===== config.mk =====
export PLATFORM = sky130hd
export DESIGN_NAME = transport_stream_packet_sync_top
export DESIGN_NICKNAME = d
export VERILOG_FILES = /design/src/rtl/tsps_pkg.sv /design/src/rtl/tsps_datapath.sv /design/src/rtl/tsps_ctrl.sv /design/src/rtl/transport_stream_packet_sync_top.sv
export VERILOG_INCLUDE_DIRS = /design/src /design/src/rtl
export SDC_FILE = /design/constraint.sdc
export NUM_CORES = 2
export LEC_CHECK = 0
export BUFFER_PORTS_ARGS = -buffer_cell sky130_fd_sc_hd__buf_2
export CAP_MARGIN = 15
export CELL_PAD_IN_SITES_DETAIL_PLACEMENT = 1
export CELL_PAD_IN_SITES_GLOBAL_PLACEMENT = 1
export CORE_ASPECT_RATIO = 1.75
export CORE_MARGIN = 8
export CORE_UTILIZATION = 30
export CTS_CLUSTER_DIAMETER = 100
export DETAILED_ROUTE_END_ITERATION = 8
export GPL_ROUTABILITY_DRIVEN = 0
export PLACE_DENSITY = 0.6
export RECOVER_POWER = 50
export SLEW_MARGIN = 0
export SYNTH_ARGS = -nofsm -noshare
export SYNTH_HDL_FRONTEND = slang
export SYNTH_SLANG_ARGS = --single-unit

===== constraint.sdc =====
create_clock -name clk -period 34.3 [get_ports clk]
set_input_delay 6.86 -clock clk [delete_from_list [all_inputs] [get_ports clk]]
set_output_delay 6.86 -clock clk [all_outputs]
set_load 0.005 [all_outputs]

===== src/rtl/transport_stream_packet_sync_top_assert.svh =====
// ---------------------------------------------------------------------------
// Assertion macros for the transport stream packet sync block
// Clocked on clk, disabled while rst_n is low.
// ---------------------------------------------------------------------------
`ifndef TRANSPORT_STREAM_PACKET_SYNC_TOP_ASSERT_SVH
`define TRANSPORT_STREAM_PACKET_SYNC_TOP_ASSERT_SVH

// Same-cycle implication
`define TSPS_ASSERT_IMPL(lbl, ante, cons, msg) \
  lbl: assert property (@(posedge clk) disable iff (!rst_n) (ante) |-> (cons)) \
    else $error(msg);

// Next-cycle implication
`define TSPS_ASSERT_NEXT(lbl, ante, cons, msg) \
  lbl: assert property (@(posedge clk) disable iff (!rst_n) (ante) |=> (cons)) \
    else $error(msg);

`endif


===== src/rtl/tsps_pkg.sv =====
// ---------------------------------------------------------------------------
// tsps_pkg
// Types, codes and defaults shared by the packet sync block.
// ---------------------------------------------------------------------------
package tsps_pkg;

  // Default geometry
  localparam int PACKET_BYTES_DEF  = 188;
  localparam int PROBE_PACKETS_DEF = 4;

  // Fixed field widths
  localparam int OFFSET_W = 48;
  localparam int SKIP_W   = 8;
  localparam logic [SKIP_W-1:0] SKIP_MAX = 8'd255;

  // Sync byte register reset value
  localparam logic [7:0] SYNC_RESET = 8'd71;

  // Request codes
  localparam logic REQ_BYTE = 1'b0;
  localparam logic REQ_EOS  = 1'b1;

  // Event codes
  localparam logic EVT_PACKET = 1'b0;
  localparam logic EVT_FAIL   = 1'b1;

  // Input word
  typedef struct packed {
    logic       req_type;
    logic [7:0] byte_value;
  } in_word_t;

  // Result word
  typedef struct packed {
    logic                event_kind;
    logic [OFFSET_W-1:0] packet_offset;
    logic                last_of_run;
  } out_word_t;

  // Controller to datapath commands
  typedef struct packed {
    logic cnt_inc;
    logic cand_load;
    logic pkt_set1;
    logic pkt_inc;
    logic pkt_clr;
    logic skip_one;
    logic skip_drop;
    logic mark_wr;
    logic fill_clr;
    logic drop;
    logic scan_init;
    logic scan_inc;
    logic rd_chk;
    logic chk_init;
    logic chk_inc;
    logic emit_init;
    logic out_load;
    logic out_kind;
    logic out_last;
  } dp_cmd_t;

  // Datapath to controller status
  typedef struct packed {
    logic is_eos;
    logic is_sync;
    logic fill_zero;
    logic pkt_zero;
    logic pkt_end;
    logic check_hit;
    logic probe_full;
    logic skip1_fail;
    logic drop_fail;
    logic scan_end;
    logic rd_mark;
    logic chk_done;
    logic out_free;
  } dp_sts_t;

endpackage


===== src/rtl/tsps_datapath.sv =====
// ---------------------------------------------------------------------------
// tsps_datapath
// Counters, probe mark ring buffer, sync register and result register.
// ---------------------------------------------------------------------------
module tsps_datapath #(
  parameter int PACKET_BYTES  = tsps_pkg::PACKET_BYTES_DEF,
  parameter int PROBE_PACKETS = tsps_pkg::PROBE_PACKETS_DEF
) (
  input  logic                clk,
  input  logic                rst_n,
  input  logic                cfg_wr_en,
  input  logic [7:0]          cfg_wr_data,
  input  tsps_pkg::in_word_t  in_word,
  input  tsps_pkg::dp_cmd_t   cmd,
  output tsps_pkg::dp_sts_t   sts,
  input  logic                out_stall,
  output logic                out_valid,
  output tsps_pkg::out_word_t out_word
);
  import tsps_pkg::*;

  localparam int DEPTH  = PACKET_BYTES * PROBE_PACKETS;
  localparam int FILL_W = $clog2(DEPTH + 1);
  localparam int ADDR_W = $clog2(DEPTH);
  localparam int SUM_W  = FILL_W + 1;
  localparam int PKT_W  = $clog2(PACKET_BYTES);
  localparam int CHK_W  = $clog2(PROBE_PACKETS + 1);

  // Ring address: base plus index, folded once into the buffer depth
  function automatic logic [ADDR_W-1:0] ring_addr(input logic [ADDR_W-1:0] base,
                                                  input logic [FILL_W-1:0] idx);
    logic [FILL_W:0] sum;
    sum = {{(FILL_W + 1 - ADDR_W){1'b0}}, base} + {1'b0, idx};
    if (sum >= (FILL_W + 1)'(DEPTH)) begin
      sum = sum - (FILL_W + 1)'(DEPTH);
    end
    return sum[ADDR_W-1:0];
  endfunction

  logic [7:0]          sync_value_r, sync_value_nxt;
  logic [OFFSET_W-1:0] stream_cnt_r, stream_cnt_nxt;
  logic [OFFSET_W-1:0] cand_r, cand_nxt;
  logic [FILL_W-1:0]   fill_r, fill_nxt;
  logic [ADDR_W-1:0]   head_r, head_nxt;
  logic [SKIP_W-1:0]   skip_r, skip_nxt;
  logic [PKT_W-1:0]    pkt_r, pkt_nxt;
  logic [FILL_W-1:0]   scan_j_r, scan_j_nxt;
  logic [FILL_W-1:0]   chk_pos_r, chk_pos_nxt;
  logic [CHK_W-1:0]    chk_k_r, chk_k_nxt;
  logic [OFFSET_W-1:0] emit_off_r, emit_off_nxt;
  logic                out_valid_r, out_valid_nxt;
  out_word_t           out_word_r, out_word_nxt;

  logic                mark_mem [DEPTH];
  logic                rd_mark_r;
  logic [ADDR_W-1:0]   wr_addr;
  logic [ADDR_W-1:0]   rd_addr;
  logic                is_sync;
  logic                check_hit;
  logic [SUM_W-1:0]    skip_sum;
  logic [SUM_W-1:0]    drop_sum;
  logic [SKIP_W:0]     skip1_sum;

  assign is_sync   = in_word.byte_value == sync_value_r;
  assign wr_addr   = ring_addr(head_r, fill_r);
  assign rd_addr   = ring_addr(head_r, cmd.rd_chk ? chk_pos_r : scan_j_r);
  assign drop_sum  = SUM_W'(skip_r) + SUM_W'(scan_j_r);
  assign skip1_sum = {1'b0, skip_r} + (SKIP_W + 1)'(1);

  // New byte lands on a later packet start of the probe
  always_comb begin
    check_hit = 1'b0;
    for (int k = 1; k < PROBE_PACKETS; k++) begin
      check_hit = check_hit | (fill_r == FILL_W'(k * PACKET_BYTES));
    end
  end

  // Status toward the controller
  always_comb begin
    sts.is_eos     = in_word.req_type == REQ_EOS;
    sts.is_sync    = is_sync;
    sts.fill_zero  = fill_r == '0;
    sts.pkt_zero   = pkt_r == '0;
    sts.pkt_end    = ({1'b0, pkt_r} + (PKT_W + 1)'(1)) >= (PKT_W + 1)'(PACKET_BYTES);
    sts.check_hit  = check_hit;
    sts.probe_full = fill_r == FILL_W'(DEPTH - 1);
    sts.skip1_fail = skip1_sum >= (SKIP_W + 1)'(PACKET_BYTES);
    sts.drop_fail  = drop_sum >= SUM_W'(PACKET_BYTES);
    sts.scan_end   = scan_j_r == fill_r;
    sts.rd_mark    = rd_mark_r;
    sts.chk_done   = (chk_k_r == CHK_W'(PROBE_PACKETS)) || (chk_pos_r >= fill_r);
    sts.out_free   = !out_valid_r || !out_stall;
  end

  // Next-state logic
  always_comb begin
    sync_value_nxt = sync_value_r;
    stream_cnt_nxt = stream_cnt_r;
    cand_nxt       = cand_r;
    fill_nxt       = fill_r;
    head_nxt       = head_r;
    skip_nxt       = skip_r;
    pkt_nxt        = pkt_r;
    scan_j_nxt     = scan_j_r;
    chk_pos_nxt    = chk_pos_r;
    chk_k_nxt      = chk_k_r;
    emit_off_nxt   = emit_off_r;
    out_valid_nxt  = out_valid_r && out_stall;
    out_word_nxt   = out_word_r;
    skip_sum       = SUM_W'(skip_r);

    if (cfg_wr_en) begin
      sync_value_nxt = cfg_wr_data;
    end

    // Stream position and candidate start
    if (cmd.cnt_inc) begin
      stream_cnt_nxt = stream_cnt_r + OFFSET_W'(1);
    end
    if (cmd.cand_load) begin
      cand_nxt = stream_cnt_r;
    end else if (cmd.drop) begin
      cand_nxt = cand_r + OFFSET_W'(scan_j_r);
    end

    // Probe fill and ring head
    if (cmd.fill_clr) begin
      fill_nxt = '0;
    end else if (cmd.mark_wr) begin
      fill_nxt = fill_r + FILL_W'(1);
    end else if (cmd.drop) begin
      fill_nxt = fill_r - scan_j_r;
    end
    if (cmd.drop) begin
      head_nxt = ring_addr(head_r, scan_j_r);
    end

    // Skip count, saturating
    if (cmd.skip_one) begin
      skip_sum = SUM_W'(skip1_sum);
    end else if (cmd.skip_drop) begin
      skip_sum = drop_sum;
    end
    if (cmd.skip_one || cmd.skip_drop) begin
      skip_nxt = (skip_sum > SUM_W'(SKIP_MAX)) ? SKIP_MAX : skip_sum[SKIP_W-1:0];
    end

    // Synced packet fill
    if (cmd.pkt_clr) begin
      pkt_nxt = '0;
    end else if (cmd.pkt_set1) begin
      pkt_nxt = PKT_W'(1);
    end else if (cmd.pkt_inc) begin
      pkt_nxt = pkt_r + PKT_W'(1);
    end

    // Rescan index and check position
    if (cmd.scan_init) begin
      scan_j_nxt = FILL_W'(1);
    end else if (cmd.scan_inc) begin
      scan_j_nxt = scan_j_r + FILL_W'(1);
    end
    if (cmd.chk_init) begin
      chk_k_nxt   = CHK_W'(1);
      chk_pos_nxt = FILL_W'(PACKET_BYTES);
    end else if (cmd.chk_inc) begin
      chk_k_nxt   = chk_k_r + CHK_W'(1);
      chk_pos_nxt = chk_pos_r + FILL_W'(PACKET_BYTES);
    end

    // Result offsets and output register
    if (cmd.emit_init) begin
      emit_off_nxt = cand_r;
    end else if (cmd.out_load) begin
      emit_off_nxt = emit_off_r + OFFSET_W'(PACKET_BYTES);
    end
    if (cmd.out_load) begin
      out_valid_nxt              = 1'b1;
      out_word_nxt.event_kind    = cmd.out_kind;
      out_word_nxt.packet_offset = (cmd.out_kind == EVT_FAIL) ? '0 : emit_off_r;
      out_word_nxt.last_of_run   = cmd.out_last;
    end
  end

  // Control registers
  always_ff @(posedge clk) begin
    if (!rst_n) begin
      sync_value_r <= SYNC_RESET;
      stream_cnt_r <= '0;
      cand_r       <= '0;
      fill_r       <= '0;
      head_r       <= '0;
      skip_r       <= '0;
      pkt_r        <= '0;
      out_valid_r  <= 1'b0;
    end else begin
      sync_value_r <= sync_value_nxt;
      stream_cnt_r <= stream_cnt_nxt;
      cand_r       <= cand_nxt;
      fill_r       <= fill_nxt;
      head_r       <= head_nxt;
      skip_r       <= skip_nxt;
      pkt_r        <= pkt_nxt;
      out_valid_r  <= out_valid_nxt;
    end
  end

  // Payload registers
  always_ff @(posedge clk) begin
    scan_j_r   <= scan_j_nxt;
    chk_pos_r  <= chk_pos_nxt;
    chk_k_r    <= chk_k_nxt;
    emit_off_r <= emit_off_nxt;
    out_word_r <= out_word_nxt;
  end

  // Probe mark memory: one write port, one registered read port
  always_ff @(posedge clk) begin
    if (cmd.mark_wr) begin
      mark_mem[wr_addr] <= is_sync;
    end
    rd_mark_r <= mark_mem[rd_addr];
  end

  assign out_valid = out_valid_r;
  assign out_word  = out_word_r;

endmodule


===== src/rtl/tsps_ctrl.sv =====
// ---------------------------------------------------------------------------
// tsps_ctrl
// Sync mode tracking and sequencer for byte steps, rescans and result runs.
// ---------------------------------------------------------------------------
module tsps_ctrl #(
  parameter int PROBE_PACKETS = tsps_pkg::PROBE_PACKETS_DEF
) (
  input  logic              clk,
  input  logic              rst_n,
  input  logic              in_valid,
  output logic              in_stall,
  input  tsps_pkg::dp_sts_t sts,
  output tsps_pkg::dp_cmd_t cmd
);
  import tsps_pkg::*;

  localparam int EMIT_W = $clog2(PROBE_PACKETS);

  typedef enum logic [5:0] {
    ST_IDLE    = 6'b000001,
    ST_SCAN_RD = 6'b000010,
    ST_SCAN_EV = 6'b000100,
    ST_CHK_RD  = 6'b001000,
    ST_CHK_EV  = 6'b010000,
    ST_EMIT    = 6'b100000
  } state_t;

  typedef enum logic [1:0] {
    MODE_INITIAL = 2'b00,
    MODE_SEEKING = 2'b01,
    MODE_SYNCED  = 2'b10
  } mode_t;

  state_t            state_r, state_nxt;
  mode_t             mode_r, mode_nxt;
  logic              failed_r, failed_nxt;
  logic              emit_fail_r, emit_fail_nxt;
  logic              emit_multi_r, emit_multi_nxt;
  logic [EMIT_W-1:0] emit_k_r, emit_k_nxt;
  logic              initial_mode;
  logic              emit_last;

  assign initial_mode = mode_r == MODE_INITIAL;
  assign emit_last    = !emit_multi_r || (emit_k_r == EMIT_W'(PROBE_PACKETS - 1));
  assign in_stall     = state_r != ST_IDLE;

  always_comb begin
    state_nxt      = state_r;
    mode_nxt       = mode_r;
    failed_nxt     = failed_r;
    emit_fail_nxt  = emit_fail_r;
    emit_multi_nxt = emit_multi_r;
    emit_k_nxt     = emit_k_r;
    cmd            = '0;

    case (state_r)
      // Take one word and run its step
      ST_IDLE: begin
        cmd.emit_init = 1'b1;
        emit_k_nxt    = '0;
        if (in_valid && !failed_r) begin
          if (sts.is_eos) begin
            if (initial_mode) begin
              failed_nxt     = 1'b1;
              emit_fail_nxt  = 1'b1;
              emit_multi_nxt = 1'b0;
              state_nxt      = ST_EMIT;
            end
          end else begin
            cmd.cnt_inc = 1'b1;
            case (mode_r)
              MODE_SYNCED: begin
                if (sts.pkt_zero) begin
                  if (!sts.is_sync) begin
                    mode_nxt = MODE_SEEKING;
                  end else begin
                    cmd.cand_load = 1'b1;
                    cmd.pkt_set1  = 1'b1;
                  end
                end else if (sts.pkt_end) begin
                  cmd.pkt_clr    = 1'b1;
                  emit_fail_nxt  = 1'b0;
                  emit_multi_nxt = 1'b0;
                  state_nxt      = ST_EMIT;
                end else begin
                  cmd.pkt_inc = 1'b1;
                end
              end
              default: begin
                if (sts.fill_zero && !sts.is_sync) begin
                  // Byte ahead of any candidate is skipped
                  if (initial_mode) begin
                    cmd.skip_one = 1'b1;
                    if (sts.skip1_fail) begin
                      failed_nxt     = 1'b1;
                      emit_fail_nxt  = 1'b1;
                      emit_multi_nxt = 1'b0;
                      state_nxt      = ST_EMIT;
                    end
                  end
                end else begin
                  cmd.cand_load = sts.fill_zero;
                  cmd.mark_wr   = 1'b1;
                  if (sts.check_hit && !sts.is_sync) begin
                    cmd.scan_init = 1'b1;
                    state_nxt     = ST_SCAN_RD;
                  end else if (sts.probe_full) begin
                    cmd.fill_clr   = 1'b1;
                    cmd.pkt_clr    = 1'b1;
                    mode_nxt       = MODE_SYNCED;
                    emit_fail_nxt  = 1'b0;
                    emit_multi_nxt = 1'b1;
                    state_nxt      = ST_EMIT;
                  end
                end
              end
            endcase
          end
        end
      end

      // Look for the next buffered sync mark
      ST_SCAN_RD: begin
        if (sts.scan_end) begin
          cmd.drop      = 1'b1;
          cmd.skip_drop = initial_mode;
          if (initial_mode && sts.drop_fail) begin
            failed_nxt     = 1'b1;
            emit_fail_nxt  = 1'b1;
            emit_multi_nxt = 1'b0;
            state_nxt      = ST_EMIT;
          end else begin
            state_nxt = ST_IDLE;
          end
        end else begin
          state_nxt = ST_SCAN_EV;
        end
      end

      ST_SCAN_EV: begin
        if (sts.rd_mark) begin
          cmd.drop      = 1'b1;
          cmd.skip_drop = initial_mode;
          if (initial_mode && sts.drop_fail) begin
            failed_nxt     = 1'b1;
            emit_fail_nxt  = 1'b1;
            emit_multi_nxt = 1'b0;
            state_nxt      = ST_EMIT;
          end else begin
            cmd.chk_init = 1'b1;
            state_nxt    = ST_CHK_RD;
          end
        end else begin
          cmd.scan_inc = 1'b1;
          state_nxt    = ST_SCAN_RD;
        end
      end

      // Verify later packet starts of the new candidate
      ST_CHK_RD: begin
        cmd.rd_chk = 1'b1;
        if (sts.chk_done) begin
          state_nxt = ST_IDLE;
        end else begin
          state_nxt = ST_CHK_EV;
        end
      end

      ST_CHK_EV: begin
        if (!sts.rd_mark) begin
          cmd.scan_init = 1'b1;
          state_nxt     = ST_SCAN_RD;
        end else begin
          cmd.chk_inc = 1'b1;
          state_nxt   = ST_CHK_RD;
        end
      end

      // Hand results to the output register
      ST_EMIT: begin
        cmd.out_kind = emit_fail_r ? EVT_FAIL : EVT_PACKET;
        cmd.out_last = emit_last;
        cmd.out_load = sts.out_free;
        if (sts.out_free) begin
          if (emit_last) begin
            state_nxt = ST_IDLE;
          end else begin
            emit_k_nxt = emit_k_r + EMIT_W'(1);
          end
        end
      end

      default: begin
        state_nxt = ST_IDLE;
      end
    endcase
  end

  always_ff @(posedge clk) begin
    if (!rst_n) begin
      state_r      <= ST_IDLE;
      mode_r       <= MODE_INITIAL;
      failed_r     <= 1'b0;
      emit_fail_r  <= 1'b0;
      emit_multi_r <= 1'b0;
      emit_k_r     <= '0;
    end else begin
      state_r      <= state_nxt;
      mode_r       <= mode_nxt;
      failed_r     <= failed_nxt;
      emit_fail_r  <= emit_fail_nxt;
      emit_multi_r <= emit_multi_nxt;
      emit_k_r     <= emit_k_nxt;
    end
  end

endmodule


===== src/rtl/transport_stream_packet_sync_top.sv =====
// ---------------------------------------------------------------------------
// transport_stream_packet_sync_top
// Finds packet alignment in a transport stream byte stream and reports the
// start offset of each framed packet, or a single initial sync failure.
//
//   channel  direction  handshake            word
//   in_      input      in_valid / in_stall   req_type, byte_value
//   out_     output     out_valid / out_stall event_kind, packet_offset, last
//   cfg_     input      cfg_wr_en             sync_value
//
// Input words are taken only in the idle state. A word that completes a
// packet yields one result and a confirming word PROBE_PACKETS results.
// A failed probe check rescans the mark memory through its single read port:
// a read and an evaluate state per scanned byte and per verified packet start.
// Synchronous reset; no memory clearing pass, marks are only read below fill.
// in_stall is high outside the idle state; out_stall holds the result run.
// ---------------------------------------------------------------------------
`include "transport_stream_packet_sync_top_assert.svh"

module transport_stream_packet_sync_top #(
  parameter int PACKET_BYTES  = tsps_pkg::PACKET_BYTES_DEF,
  parameter int PROBE_PACKETS = tsps_pkg::PROBE_PACKETS_DEF
) (
  input  logic                clk,
  input  logic                rst_n,
  input  logic                cfg_wr_en,
  input  logic [7:0]          cfg_wr_data,
  input  logic                in_valid,
  output logic                in_stall,
  input  tsps_pkg::in_word_t  in_word,
  output logic                out_valid,
  input  logic                out_stall,
  output tsps_pkg::out_word_t out_word
);
  import tsps_pkg::*;

  dp_cmd_t cmd;
  dp_sts_t sts;

  // Sequencer
  tsps_ctrl #(
    .PROBE_PACKETS(PROBE_PACKETS)
  ) u_ctrl (
    .clk      (clk),
    .rst_n    (rst_n),
    .in_valid (in_valid),
    .in_stall (in_stall),
    .sts      (sts),
    .cmd      (cmd)
  );

  // Counters, mark memory and result register
  tsps_datapath #(
    .PACKET_BYTES (PACKET_BYTES),
    .PROBE_PACKETS(PROBE_PACKETS)
  ) u_datapath (
    .clk        (clk),
    .rst_n      (rst_n),
    .cfg_wr_en  (cfg_wr_en),
    .cfg_wr_data(cfg_wr_data),
    .in_word    (in_word),
    .cmd        (cmd),
    .sts        (sts),
    .out_stall  (out_stall),
    .out_valid  (out_valid),
    .out_word   (out_word)
  );

  // Results load only into a free output register
  `TSPS_ASSERT_IMPL(a_load_free, cmd.out_load, sts.out_free, "result loaded over a held word")

  // No result is loaded while input words are taken
  `TSPS_ASSERT_IMPL(a_load_busy, cmd.out_load, in_stall, "result loaded in idle state")

  // A sync failure is always a single-result run
  `TSPS_ASSERT_NEXT(a_fail_last, cmd.out_load && (cmd.out_kind == EVT_FAIL),
                    out_valid && out_word.last_of_run, "sync failure not last of run")

endmodule

; ---- Yosys cells after proc, flatten, opt, wreduce, memory -nomap -nowiden
; Memories as Yosys holds them, arrays and structs flattened. A register that Yosys moved wholly into a read port is not among the register bits.
; Cells that the tools add are included.
[word_totals]
regBits = 275
ramBits = 752
output_inout_bits = 52
elab_cells = 252
memories = 1
[classes]
add_sub_neg = 19
n_lt_le_gt_ge = 8
eq_ne = 38
mux = 128
bitwise_logic = 4
reduce_logical = 32
[mem_list]
columns = name, words, word_bits, read_ports, rd_ports_with_merged_regs, write_ports, line_no
row1 = u_datapath.mark_mem, 752, 1, 1, 1, 1, tsps_datapath.sv:54  ; logic mark_mem [DEPTH];
[op_table]
columns = operator, n
row1 = $mux 48, 4
row2 = $mux 6, 20
row3 = $mux 1, 67
row4 = $mux 10, 6
row5 = $add 48x1->48 const B, 1
row6 = $add 48x10->48, 1
row7 = $add 48x8->48 const B, 1
row8 = $pmux 6 s6, 1
row9 = $mux 2, 17
row10 = $add 10x10->11, 3
row11 = $ge 11x10->1 const B, 3
row12 = $sub 10x10->10 const B, 3
row13 = $mux 11, 2
row14 = $add 10x1->10 const B, 2
row15 = $eq 10x10->1 const B, 2
row16 = $add 8x1->9 const B, 2
row17 = $ge 9x8->1 const B, 2
row18 = $reduce_and 8->1, 2
row19 = $ne 2x2->1 const B, 6
row20 = $reduce_bool 2->1, 6
row21 = $add 8x10->11, 1
row22 = $ge 11x8->1 const B, 1
row23 = $gt 11x8->1 const B, 1
row24 = $reduce_and 11->1, 1
row25 = 47 further kinds, 74

; ---- Depth between registers and ports, before layout
[logic_depth]
word_depth = 13
mapped_depth = 24

; ---- By module
; A second synthesis with hierarchy kept.
[hier_totals]
hier_cells = 4312
area_unflattened_um2 = 50184.4
[modules_own_cells]
columns = module, n_inst, cells_per_inst, area_per_inst_um2
row1 = tsps_datapath, 1, 4181, 49212.2
row2 = tsps_ctrl, 1, 131, 972.2

; ---- Least setup slack after synthesis
; OpenSTA, ideal clock, no wires.
[synth_timing]
path_kind = input-to-reg
from = input in_word[6] in the netlist's numbering
to = memory u_datapath.mark_mem[312], enable pin
setup_ps = 300
arrival_time_ps = 28259
required_time_ps = 34000
path_slack_ps = 5741
stages = 13
cell_sequence = xnor2_1 -> nand4_1 -> nor2_1 -> nor2_1 -> or2_2 -> inv_1 -> nand2_1 -> nor3_1 -> and2_1 -> buf_2 -> nand2_1 -> buf_2 -> nor2_1
[synth_between]
elab_chain_len = 10
[synth_lines]
columns = element, line_no
row1 = from (decl), transport_stream_packet_sync_top.sv:30  ; input tsps_pkg::in_word_t in_word,
row2 = $eq 8x8->1, tsps_datapath.sv:64  ; assign is_sync = in_word.byte_value == sync_value_r;
row3 = via u_datapath.is_sync, tsps_datapath.sv:58  ; logic is_sync;
row4 = $logic_not 1->1, -
row5 = $logic_and 1x1->1, tsps_ctrl.sv:90  ; if (sts.fill_zero && !sts.is_sync) begin
row6 = $mux 2, tsps_ctrl.sv:90
row7 = $mux 2, tsps_ctrl.sv:71  ; case (mode_r)
row8 = $mux 2, tsps_ctrl.sv:62  ; if (sts.is_eos) begin
row9 = $mux 2, tsps_ctrl.sv:61  ; if (in_valid && !failed_r) begin
row10 = $mux 2, tsps_ctrl.sv:56  ; case (state_r)
row11 = $mux 1, tsps_datapath.sv:219  ; if (cmd.mark_wr) begin
row12 = $mux 1 (implied by the code), tsps_datapath.sv:220  ; mark_mem[wr_addr] <= is_sync;
row13 = to (decl), tsps_datapath.sv:54
; The timed path passes the listed nets, and every way through them passes these cells.

; ---- Worst setup path after layout
[layout_timing]
from = input in_word[2] in the netlist's numbering
to = memory u_datapath.mark_mem[132], data pin
[layout_between]
elab_chain_len = 1
[layout_lines]
columns = element, line_no
row1 = $eq 8x8->1, tsps_datapath.sv:64
row2 = via u_datapath.is_sync, tsps_datapath.sv:58
; The timed path passes the listed nets, and every way through them passes these cells.

==> impl_results.md <==
* Status: finished with violations
* Failing checks: max-capacitance violations, max-slew violations
* Largest net degree at the start of global routing at 268
* Total GRT Usage at 0.1656
* Synth top area cells: edfxtp_1, mux4_2, nor2_1
* Syn. warnings at 0
* Leakage power at approximately 17 nW
* Core area at 0.1647 sq mm
* Worst-path maximum fanout at roughly 270
* Number of buffers on the longest clock path at 3
* Cell Rows at slightly below 200
* Clock sink count at 1026
* Post-synth top area cell: edfxtp_1
* CTS tree: built
* Vias in the first global route at 35690
* Post-route cell area at 0.05557 sq mm
* Routed vias at 33510
* DRC Markers at 0
* Fill cells at 17930
* Global-route wire length before repair at 226000 microns
* Initial DRC count at between 1500 and 2000
* Period Utilization, post-route at 0.5085
* Die width at 323.7 microns
* Worst-skew pair later-pin latency at 0.70 ns
* Setup ws final at roughly 17 ns
* Cell area after synthesis at ~0.050 sq mm
* Via/cell ratio at 5.177
* Final hold slack at 0.4659 ns
* Worst slew pin tran at just over 10 ns
* Die Height at 554.5 microns
* Mapped Cells at 4232
* Share of layout cells above drive strength 1 at 0.1272
* Total power at 2.594 mW
* Count leader, synth: nor2_1
* Post-Route WL at between 150000 and 200000 microns
* I/O pin cnt at 74
* Post-Place Worst Slack at between 20 and 25 ns
* Area growth syn-to-layout at 11.79%
* Peak VDD IR at 0.03105 mV
* Clock transition at path regs at 0.06 ns
* WP data arrival at 17.93 ns
* Gr ovfl total at 0
* Die area at 0.1795 sq mm
* Post-CTS setup buffers at 0
* Post-Syn Area per Cell at 11.75 sq um
* Pwr per Cell Area at 46.69 mW/mm^2
* Crit path kind: primary input to flop
* Mapped Nets at 4341
* Max-Cap Viols at 12
* Post-route minimum period at roughly 17 ns
* Synth Register Bits at 1026
* Count of hold-fix buffers inserted at cts at 0
* HPWL Detailed at roughly 100000 microns
* Root buf cell: clkbuf_16
* Relative slew slack at -5.928
* Synth Flop Type: edfxtp_1
* Drt wl/cell at 23.60 microns
* Ys async rst share at 0
* Worst EP required at 34.79 ns
* Hold Crit Class: flop to flop
* TritonRoute pass-1 iters at 5
* Unrepaired setup endpoints after global routing: false
* Crit. End Element: flop
* Initial Util at 0.3019
* Post-route ant nets at 0
* Multi-input combinational cell area at 0.01919 sq mm
* Reg area at 0.02905 sq mm
* Clk_skew at 0.02861 ns
* Max frequency at around 57 MHz
* CP Launch Type: primary input
* Number of port buffers at 73
* Final setup violation count at 0
* Unique cell type count in the Yosys netlist at 86
* Number of synthesized flops with an enable pin at 850
* CTS Buf Count at 97
* Initial antenna violation count at 2
* Final Hold Vio Count at 0
* Post-CTS Resized at 0
* Sequential area share after synthesis at 0.5844
* Sum Neg Setup Slack at 0 ns
* Share of the synthesized area in the top cell type at 0.5135
* Final Max Tran Viols at 754
* Most frequent cells after synthesis: nor2_1, edfxtp_1, nand2_1
* Nets at ~4300
* CTS H-tree lvls at 3
* Dpl cell area at 0.05253 sq mm
==> metal layers <==
metal	track usage	wire length, microns
met1	0.1685	53980
met3	0.01932	5022
met5	0	0
met2	0.3265	85420
met4	0.08164	8326
==> cell usage in the layout, fill, tap and decap left out, drive strengths merged, types with 9 or more instances in the layout <==
cell,count
clkbuf,167
nand2b,22
nor3b,9
dfxtp,176
a21boi,9
nand4,32
or2,11
o21ai,143
nand3b,14
buf,115
nor3,43
a31oi,36
nor4,19
edfxtp,850
a21oi,148
o211ai,15
ha,81
and3,50
nand3,141
nor2,966
a32oi,14
nor2b,19
a211oi,22
a22oi,15
xnor2,91
mux2i,27
inv,94
o22ai,16
clkinv,39
xor2,81
a221oi,15
and4,10
mux4,220
nand2,354
a21o,18
or3,15
mux2,10
and2,66
==> state kept, by name, summed over array words and instances, names as in the netlist, 2 cells and up <==
register and cells:
u_datapath.skip_r 8, u_datapath.pkt_r 8, u_ctrl.state_r 6, u_ctrl.mode_r 2, u_datapath.sync_value_r 8, u_ctrl.emit_k_r 2
u_datapath.out_word 50, u_datapath.chk_k_r 3, u_datapath.stream_cnt_r 48, u_datapath.emit_off_r 48, u_datapath.fill_r 10, u_datapath.head_r 10
u_datapath.scan_j_r 10, u_datapath.mark_mem 752, u_datapath.cand_r 48, u_datapath.chk_pos_r 8
==> path summary, 6_finish.rpt <==
check	slack, ns	from	endpoint	depth (start not counted)
worst max-delay path	16.86	in_word[2]	u_datapath.mark_mem[132]	9
worst min-delay path	0.47	u_ctrl.failed_r	u_ctrl.failed_r	2
worst max register to register	22.75	u_datapath.sync_value_r[3]	u_datapath.mark_mem[132]	8
worst min register to register	0.47	u_ctrl.failed_r	u_ctrl.failed_r	2
==> layout make-up <==
cell class,count,share of cell area
Antenna cell,1,0.00004503
Clock buffer,119,0.04611
Clock inverter,57,0.009907
Inverter,92,0.006237
Multi-Input combinational cell,2826,0.3454
Sequential cell,1026,0.5227
Tap cell,2189,0.04929
Timing Repair Buffer,163,0.02024
==> report_power, final <==
group	leakage [nW]	internal (mW)	switching (mW)	total [mW]
Clock	1.52	0.594	0.498	1.09
Sequential	8.55	1.38	0.0291	1.40
Combinational	6.92	0.0374	0.0609	0.0983
Total	17.0	2.01	0.588	2.59
==> metrics by stage <==
| stage | instances | util |
|---|---|---|
| after floorplan | 4232 | - |
| final | 6473 | 0.3375 |
| after global placement | 6288 | 0.3181 |
| after CTS | 6470 | 0.3380 |
| after detailed placement | 6294 | 0.3191 |
| after global routing | 6473 | 0.3375 |
==> worst max-delay path, stage by stage <==
cell,delay [ns]
buf_2,0.10
xnor2_1,0.15
nand4_1,0.22
nor2_1,0.33
clkbuf_1,6.92
buf_12,0.32
buf_4,0.92
buf_4,0.63
buf_16,0.31
==> kinds of logic after synthesis <==
| kind of cell | synth area share |
|---|---|
| mux | 0.1074 |
| simple gates | 0.1571 |
| flops | 0.5844 |
| xor+xnor | 0.03099 |
| fa+ha+maj | 0.02281 |
| compound gates | 0.06583 |
| buf+inv | 0.03149 |
Note: power is estimated with default switching activity, not from simulation.
